**src/hdl/sed_pkg.sv**
```systemverilog
`default_nettype none
// ----------------------------------------------------------------------------
// sed_pkg
// shared types, character codes and the hex digit helper of the string
// escape decoder
// ----------------------------------------------------------------------------
package sed_pkg;

    typedef logic [7:0] byte_t;

    typedef enum logic [2:0] {
        MODE_NORMAL   = 3'd0,
        MODE_ESCAPE   = 3'd1,
        MODE_HEX1     = 3'd2,
        MODE_HEX2     = 3'd3,
        MODE_SUPPRESS = 3'd4
    } mode_t;

    typedef enum logic [1:0] {
        ST_OK        = 2'd0,
        ST_UNCLOSED  = 2'd1,
        ST_UNDEF_ESC = 2'd2,
        ST_UNDEF_HEX = 2'd3
    } status_t;

    localparam byte_t CH_QUOTE  = 8'h22;
    localparam byte_t CH_BSLASH = 8'h5C;
    localparam byte_t CH_N      = 8'h6E;
    localparam byte_t CH_R      = 8'h72;
    localparam byte_t CH_T      = 8'h74;
    localparam byte_t CH_ZERO   = 8'h30;
    localparam byte_t CH_X      = 8'h78;
    localparam byte_t CH_UA     = 8'h41;
    localparam byte_t CH_LA     = 8'h61;
    localparam byte_t CH_LF     = 8'h0A;
    localparam byte_t CH_CR     = 8'h0D;
    localparam byte_t CH_TAB    = 8'h09;

    // largest value a hex escape may produce
    localparam byte_t HEX_MAX   = 8'd127;
    // marker for "not a hex digit"
    localparam logic [4:0] HEX_NONE = 5'd16;

    // value of a hex digit, or HEX_NONE
    function automatic logic [4:0] hex_digit(input byte_t c);
        byte_t d;
        d = 8'd0;
        if (c inside {[8'h30:8'h39]}) begin
            d = c - CH_ZERO;
        end else if (c inside {[8'h41:8'h46]}) begin
            d = c - CH_UA + 8'd10;
        end else if (c inside {[8'h61:8'h66]}) begin
            d = c - CH_LA + 8'd10;
        end else begin
            d = {3'd0, HEX_NONE};
        end
        return d[4:0];
    endfunction

endpackage
`default_nettype wire

```
**src/hdl/string_escape_decoder.sv**
```systemverilog
`default_nettype none
// ----------------------------------------------------------------------------
// string_escape_decoder
// decodes a quoted string literal one raw byte per request, one result each
// ----------------------------------------------------------------------------
// Every accepted input byte yields exactly one result request in the next
// cycle, and a new byte is taken in every cycle while the result side keeps
// up: the per-byte mode update and decode is a single shallow level of logic
// between the decoder state registers and the result register, so the rate
// is one byte per clock. The result register also acts as the output stage:
// while it holds an untaken result a new byte is accepted only in the cycle
// in which that result leaves. Errors stay in force until the byte marked
// last, after which all decoder state starts fresh for the next literal.
// ----------------------------------------------------------------------------
module string_escape_decoder (
    input  wire              aclk,
    input  wire              aresetn,
    input  wire              s_valid,
    output logic             s_ready,
    input  sed_pkg::byte_t   s_in_byte,
    input  wire              s_in_last,
    output logic             m_valid,
    input  wire              m_ready,
    output logic             m_out_valid,
    output sed_pkg::byte_t   m_out_byte,
    output logic             m_out_last,
    output logic [1:0]       m_status,
    output sed_pkg::byte_t   m_err_first,
    output sed_pkg::byte_t   m_err_second,
    output logic [1:0]       m_err_count
);
    import sed_pkg::*;

    // decoder state
    mode_t      mode_reg,     mode_next;
    byte_t      hex_high_reg, hex_high_next;
    status_t    err_code_reg, err_code_next;
    byte_t      err_a_reg,    err_a_next;
    byte_t      err_b_reg,    err_b_next;
    logic [1:0] err_len_reg,  err_len_next;

    // result register
    logic       m_valid_reg;
    logic       out_valid_reg, out_valid_next;
    byte_t      out_byte_reg,  out_byte_next;
    logic       out_last_reg;
    status_t    status_reg;
    byte_t      err_first_reg;
    byte_t      err_second_reg;
    logic [1:0] err_count_reg;

    logic       accept;
    logic [4:0] hex_h;
    logic [4:0] hex_l;
    logic       hex_ok;

    // take a byte whenever the result slot is empty or being drained
    assign s_ready = !m_valid_reg || m_ready;
    assign accept  = s_valid && s_ready;

    assign hex_h  = hex_digit(hex_high_reg);
    assign hex_l  = hex_digit(s_in_byte);
    // both digits valid and the value at most 127 means a high digit below 8
    assign hex_ok = (hex_h != HEX_NONE) && (hex_l != HEX_NONE)
                    && ({hex_h[3:0], hex_l[3:0]} <= HEX_MAX);

    // per-byte decode
    always_comb begin
        mode_next      = mode_reg;
        hex_high_next  = hex_high_reg;
        err_code_next  = err_code_reg;
        err_a_next     = err_a_reg;
        err_b_next     = err_b_reg;
        err_len_next   = err_len_reg;
        out_valid_next = 1'b0;
        out_byte_next  = 8'd0;

        // a sticky error freezes everything until the literal ends
        if (err_code_reg == ST_OK) begin
            case (mode_reg)
                MODE_ESCAPE: begin
                    mode_next = MODE_NORMAL;
                    if (s_in_last) begin
                        // escape char is the final byte: never closed
                        err_code_next = ST_UNCLOSED;
                        err_a_next    = 8'd0;
                        err_b_next    = 8'd0;
                        err_len_next  = 2'd0;
                    end else if (s_in_byte == CH_BSLASH || s_in_byte == CH_QUOTE) begin
                        out_valid_next = 1'b1;
                        out_byte_next  = s_in_byte;
                    end else if (s_in_byte == CH_N) begin
                        out_valid_next = 1'b1;
                        out_byte_next  = CH_LF;
                    end else if (s_in_byte == CH_R) begin
                        out_valid_next = 1'b1;
                        out_byte_next  = CH_CR;
                    end else if (s_in_byte == CH_T) begin
                        out_valid_next = 1'b1;
                        out_byte_next  = CH_TAB;
                    end else if (s_in_byte == CH_ZERO) begin
                        mode_next = MODE_SUPPRESS;
                    end else if (s_in_byte == CH_X) begin
                        mode_next = MODE_HEX1;
                    end else begin
                        err_code_next = ST_UNDEF_ESC;
                        err_a_next    = s_in_byte;
                        err_b_next    = 8'd0;
                        err_len_next  = 2'd1;
                    end
                end
                MODE_HEX1: begin
                    if (s_in_last) begin
                        // literal ends after the first digit
                        mode_next     = MODE_NORMAL;
                        err_code_next = ST_UNDEF_HEX;
                        err_a_next    = s_in_byte;
                        err_b_next    = 8'd0;
                        err_len_next  = 2'd1;
                    end else begin
                        hex_high_next = s_in_byte;
                        mode_next     = MODE_HEX2;
                    end
                end
                MODE_HEX2: begin
                    mode_next = MODE_NORMAL;
                    if (hex_ok) begin
                        out_valid_next = 1'b1;
                        out_byte_next  = {hex_h[3:0], hex_l[3:0]};
                    end else begin
                        err_code_next = ST_UNDEF_HEX;
                        err_a_next    = hex_high_reg;
                        err_b_next    = s_in_byte;
                        err_len_next  = 2'd2;
                    end
                end
                MODE_SUPPRESS: begin
                    // everything after backslash-0 is dropped
                end
                default: begin
                    mode_next = MODE_NORMAL;
                    if (s_in_byte == CH_QUOTE) begin
                        // bare quote dropped
                    end else if (s_in_byte == CH_BSLASH) begin
                        if (s_in_last) begin
                            err_code_next = ST_UNCLOSED;
                            err_a_next    = 8'd0;
                            err_b_next    = 8'd0;
                            err_len_next  = 2'd0;
                        end else begin
                            mode_next = MODE_ESCAPE;
                        end
                    end else begin
                        out_valid_next = 1'b1;
                        out_byte_next  = s_in_byte;
                    end
                end
            endcase
        end
    end

    // decoder state, cleared again after the final byte of each literal
    always_ff @(posedge aclk) begin
        if (!aresetn) begin
            mode_reg     <= MODE_NORMAL;
            hex_high_reg <= 8'd0;
            err_code_reg <= ST_OK;
            err_a_reg    <= 8'd0;
            err_b_reg    <= 8'd0;
            err_len_reg  <= 2'd0;
        end else if (accept) begin
            if (s_in_last) begin
                mode_reg     <= MODE_NORMAL;
                hex_high_reg <= 8'd0;
                err_code_reg <= ST_OK;
                err_a_reg    <= 8'd0;
                err_b_reg    <= 8'd0;
                err_len_reg  <= 2'd0;
            end else begin
                mode_reg     <= mode_next;
                hex_high_reg <= hex_high_next;
                err_code_reg <= err_code_next;
                err_a_reg    <= err_a_next;
                err_b_reg    <= err_b_next;
                err_len_reg  <= err_len_next;
            end
        end
    end

    // result slot valid flag
    always_ff @(posedge aclk) begin
        if (!aresetn) begin
            m_valid_reg <= 1'b0;
        end else if (accept) begin
            m_valid_reg <= 1'b1;
        end else if (m_ready) begin
            m_valid_reg <= 1'b0;
        end
    end

    // result payload, loaded with the status as it stands after this byte
    always_ff @(posedge aclk) begin
        if (accept) begin
            out_valid_reg  <= out_valid_next;
            out_byte_reg   <= out_byte_next;
            out_last_reg   <= s_in_last;
            status_reg     <= err_code_next;
            err_first_reg  <= err_a_next;
            err_second_reg <= err_b_next;
            err_count_reg  <= err_len_next;
        end
    end

    assign m_valid      = m_valid_reg;
    assign m_out_valid  = out_valid_reg;
    assign m_out_byte   = out_byte_reg;
    assign m_out_last   = out_last_reg;
    assign m_status     = status_reg;
    assign m_err_first  = err_first_reg;
    assign m_err_second = err_second_reg;
    assign m_err_count  = err_count_reg;

endmodule
`default_nettype wire

```
**config.mk**
```make
export PLATFORM = sky130hd
export DESIGN_NAME = string_escape_decoder
export DESIGN_NICKNAME = d
export VERILOG_FILES = /design/src/hdl/sed_pkg.sv /design/src/hdl/string_escape_decoder.sv
export SDC_FILE = /design/constraint.sdc
export NUM_CORES = 1
export LEC_CHECK = 0
export BUFFER_PORTS_ARGS = -buffer_cell sky130_fd_sc_hd__buf_2
export CAP_MARGIN = 5
export CORE_MARGIN = 2
export CORE_UTILIZATION = 59
export CTS_CLUSTER_DIAMETER = 100
export DETAILED_ROUTE_END_ITERATION = 7
export GPL_ROUTABILITY_DRIVEN = 0
export PLACE_DENSITY = 0.86
export SETUP_SLACK_MARGIN = 0.2
export SLEW_MARGIN = 20
export SYNTH_ARGS = -nofsm -noshare
export SYNTH_HDL_FRONTEND = slang
export SYNTH_SLANG_ARGS = --single-unit
```
**constraint.sdc**
```tcl
create_clock -name aclk -period 3.5 [get_ports aclk]
set_input_delay 0.7 -clock aclk [delete_from_list [all_inputs] [get_ports aclk]]
set_output_delay 0.7 -clock aclk [all_outputs]
set_load 0.02 [all_outputs]
```
==> out/results.tsv <==
stage	metric	value	unit
cells_and_area	antennaDiodeCount	0	
yosys	syn_avg_cell_area	9.29	sq um
cells_and_area	area_delta_synth_final	11.0	%
global_routing	grt_pass1_wl	17000	um
worst_setup_path	setup.worst_path.start_class	primary input	
detailed_routing	wl_met3	1210	um
cts	clock_latency	0.36	ns
min_path	min_to	err_b_reg[6]	
worst_setup_path	cpMaxStageDelayCell	a2111oi_1	
worst_setup_path	max_stage_delay	0.83	ns
worst_setup_path	path_max_fanout	10	
cts	cts_buffers	9	
floorplanning	core-area	6350	sq um
cts	clock-sinks	62	
cts	postCtsSetupBuffers	0	
cts	cts-root-buf	clkbuf_8	
worst_setup_path	cpLargestDelayFamily	compound AO/OA/AOI/OAI gates	
yosys	synthCells	419	
cts	cts_buffer_depth	2	
detailed_routing	met1_length	4180	um
detailed_routing	wl	10700	um
yosys	syn_area	3890	sq um
power	power_density	342	nW/um^2
cells_and_area	final_nets	477	
placed_design	dpl.hpwl	7340	um
sta	worstMarginPinSlew	1.02	ns
detailed_routing	drc	0	
floorplanning	fp.dieH	85.2	um
worst_setup_path	reg2reg_slack	0.79	ns
worst_setup_path	critPathKind	in2reg	
min_path	worstHoldStart	err_b_reg[6]	
yosys	ys_warn_count	0	
placed_design	port_buffers	44	
global_routing	grt_start_max_net_pins	23	
worst_setup_path	path_cells	buf_2, inv_1, ha_1, nand3b_1, o21ai_2, a2111oi_1, a221oi_1, o21ai_0, nand2b_1	
yosys	seq_area_frac_synth	39.6	%
detailed_routing	vias	3724	
global_routing	antenna_found_initial	0	
sta	slew_violations	0	
detailed_routing	wire_per_inst	19.8	um
floorplanning	start_util	61.3	%
run	cap_violations	0	
cts	htreeDepth	3	
worst_setup_path	crit_required	3.61	ns
sta	finalHoldViolCount	0	
yosys	synth_edf_count	30	
floorplanning	ios	45	
detailed_routing	routed_via_density	6.91	
worst_setup_path	worst_r2r_path_depth	6	
cts	cts_resized	0	
global_routing	grt_pass1_vias	3486	
power	p_leak	0.00156	uW
worst_setup_path	crit_buf_inv	2	
cts	cts_tree	done	
worst_setup_path	cp_data_arrival_time	2.95	ns
detailed_routing	drt_iter0_markers	647	
worst_setup_path	regToRegEndpoint	m_out_byte[1]	
floorplanning	die_x	85.2	um
detailed_routing	ant_nets	0	
sta	period_share	81.2	%
sta	setup_viol	0	
detailed_routing	maxUsedRoutingLayer	met4	
global_routing	grt_overflow	0	
sta	post-route-min-period	2.84	ns
yosys	ys_types	76	
yosys	ys_ff_latch	62	
worst_setup_path	cp-end-kind	register	
run_status	outcome	completed	
sta	rsz0062_at_grt	no	
sta	finalSetupTns	0	ns
yosys	syn_nets	439	
floorplanning	die-area	7260	sq um
yosys	async_reset_ff_share	0	%
yosys	synth_top_flop_cell	dfxtp_1	
worst_setup_path	worst_r2r_startpoint	mode_reg[0]	
detailed_routing	drtPass1Iterations	7	
sta	slew-limit-headroom	31.8	%
sta	skew	0.00829	ns
min_path	hold_class	reg2reg	
cells_and_area	drive_above_1_share	21.0	%
power	vdd_drop_max	0.000237	V
floorplanning	rows	29	
cts	clk_pin_slew	0.07	ns
detailed_routing	wl_met2	4710	um
global_routing	grt_use_total	30.0	%
min_path	whs_path_depth	2	
cells_and_area	final_util	68.0	%
sta	fmaxAchievable	352	MHz
cts	hold_buffers	0	
cells in the mapped netlist (4+ instances only):
master	number	share of area (%)
mux2i_1	4	1.0
inv_1	16	1.5
nand2b_1	7	1.1
nor3b_1	6	1.2
a22oi_1	16	3.1
nor2b_1	13	2.1
nand3b_1	4	0.77
nor3_1	10	1.3
dfxtp_1	32	16
a22o_1	13	2.9
o21ai_0	24	3.1
a211oi_1	8	1.5
clkbuf_1	13	1.3
o22ai_1	4	0.64
o211ai_1	5	0.96
buf_2	10	1.3
edfxtp_1	30	23
ha_1	7	2.3
nor2_1	27	2.6
a221oi_1	4	0.90
nand2_1	35	3.4
and2_1	7	1.1
nand3_1	4	0.51
a21oi_1	27	3.5
a31oi_1	6	0.96
o21bai_1	6	1.2
layer usage:
metal	global-route usage (%)	vias to the layer above
met5	0	-
met4	18.2	0
met3	8.07	73
met2	45.7	270
met1	38.1	1696
li1	-	1685
how the worst max path moves through the flow:
stage | cells after the start | slack, ns | to | start
floorplan | 10 | 0.64 | m_err_count[1] | s_in_byte[1]
finish | 9 | 0.66 | m_status[0] | s_in_byte[0]
global placement | 9 | 0.41 | m_err_second[4] | s_in_byte[0]
CTS | 9 | 0.73 | m_err_first[1] | s_in_byte[0]
detailed placement | 9 | 0.35 | m_status[0] | s_in_byte[0]
global route | 9 | 0.46 | err_a_reg[0] | s_in_byte[0]
cells in the final DEF, fill, tap and decap left out, drive strengths merged, types with 4 or more instances in the layout:
cell and instances:
ha 7, o21ai 29, nor3b 6, nand3 4, o211ai 5, clkbuf 9, a211oi 10, nor3 11
a2111oi 4, a221oi 6, nand3b 4, o21bai 6, o22ai 4, edfxtp 30, dfxtp 32, a21oi 27
a22o 13, inv 16, a22oi 16, clkinv 4, buf 54, nor2b 13, nand2b 7, mux2i 4
o311ai 4, nor2 28, nand2 35, a31oi 6, and2 8
where the power goes:
part | total (uW) | switching [uW] | leakage [uW] | internal, uW
clock network | 541 | 292 | 0.0000784 | 249
registers | 783 | 4.81 | 0.000555 | 778
logic | 154 | 110 | 0.000925 | 43.3
total | 1480 | 407 | 0.00156 | 1070
stage by stage:
stage	instance area, sq um	hold slack, ns	std cells	power [uW]	worst slack [ns]
after floorplan	3890	0.426	419	901	0.638
after global placement	4150	0.440	523	945	0.414
after detailed placement	4150	0.458	523	949	0.354
after CTS	4320	0.478	539	1480	0.731
after global routing	4320	0.504	539	1520	0.457
final	4320	0.474	539	1480	0.659
worst register-to-register path, stage by stage (launching register included):
cell and delay, ns:
dfxtp_1 0.70, nor2_1 0.20, xnor2_1 0.84, or3_1 0.24, nand2_1 0.11, a211oi_1 0.29, nor2_1 0.07
cell families (layout without fill, tap and decap cells):
kind of cell | Yosys count | in the layout | share of synthesized area, %
and+or+nand+nor | 137 | 137 | 19.7
DFF | 62 | 62 | 39.6
adders and majority gates | 8 | 8 | 2.51
xor gates and xnor gates | 5 | 5 | 1.13
muxes | 5 | 5 | 1.32
buffers and inverters | 43 | 86 | 4.86
AOI/OAI and AO/OA | 159 | 159 | 30.8
area by class of cell:
| class | count | area, sq um |
|---|---|---|
| tap | 77 | 96.3 |
| clock buffer | 9 | 124 |
| multi-input combinational | 314 | 2160 |
| timing repair buffer | 54 | 295 |
| clock inverter | 7 | 41.3 |
| fill | 489 | 2030 |
| inverter | 16 | 60.1 |
| sequential | 62 | 1540 |
No activity file was read; power rests on OpenSTA's default activity.
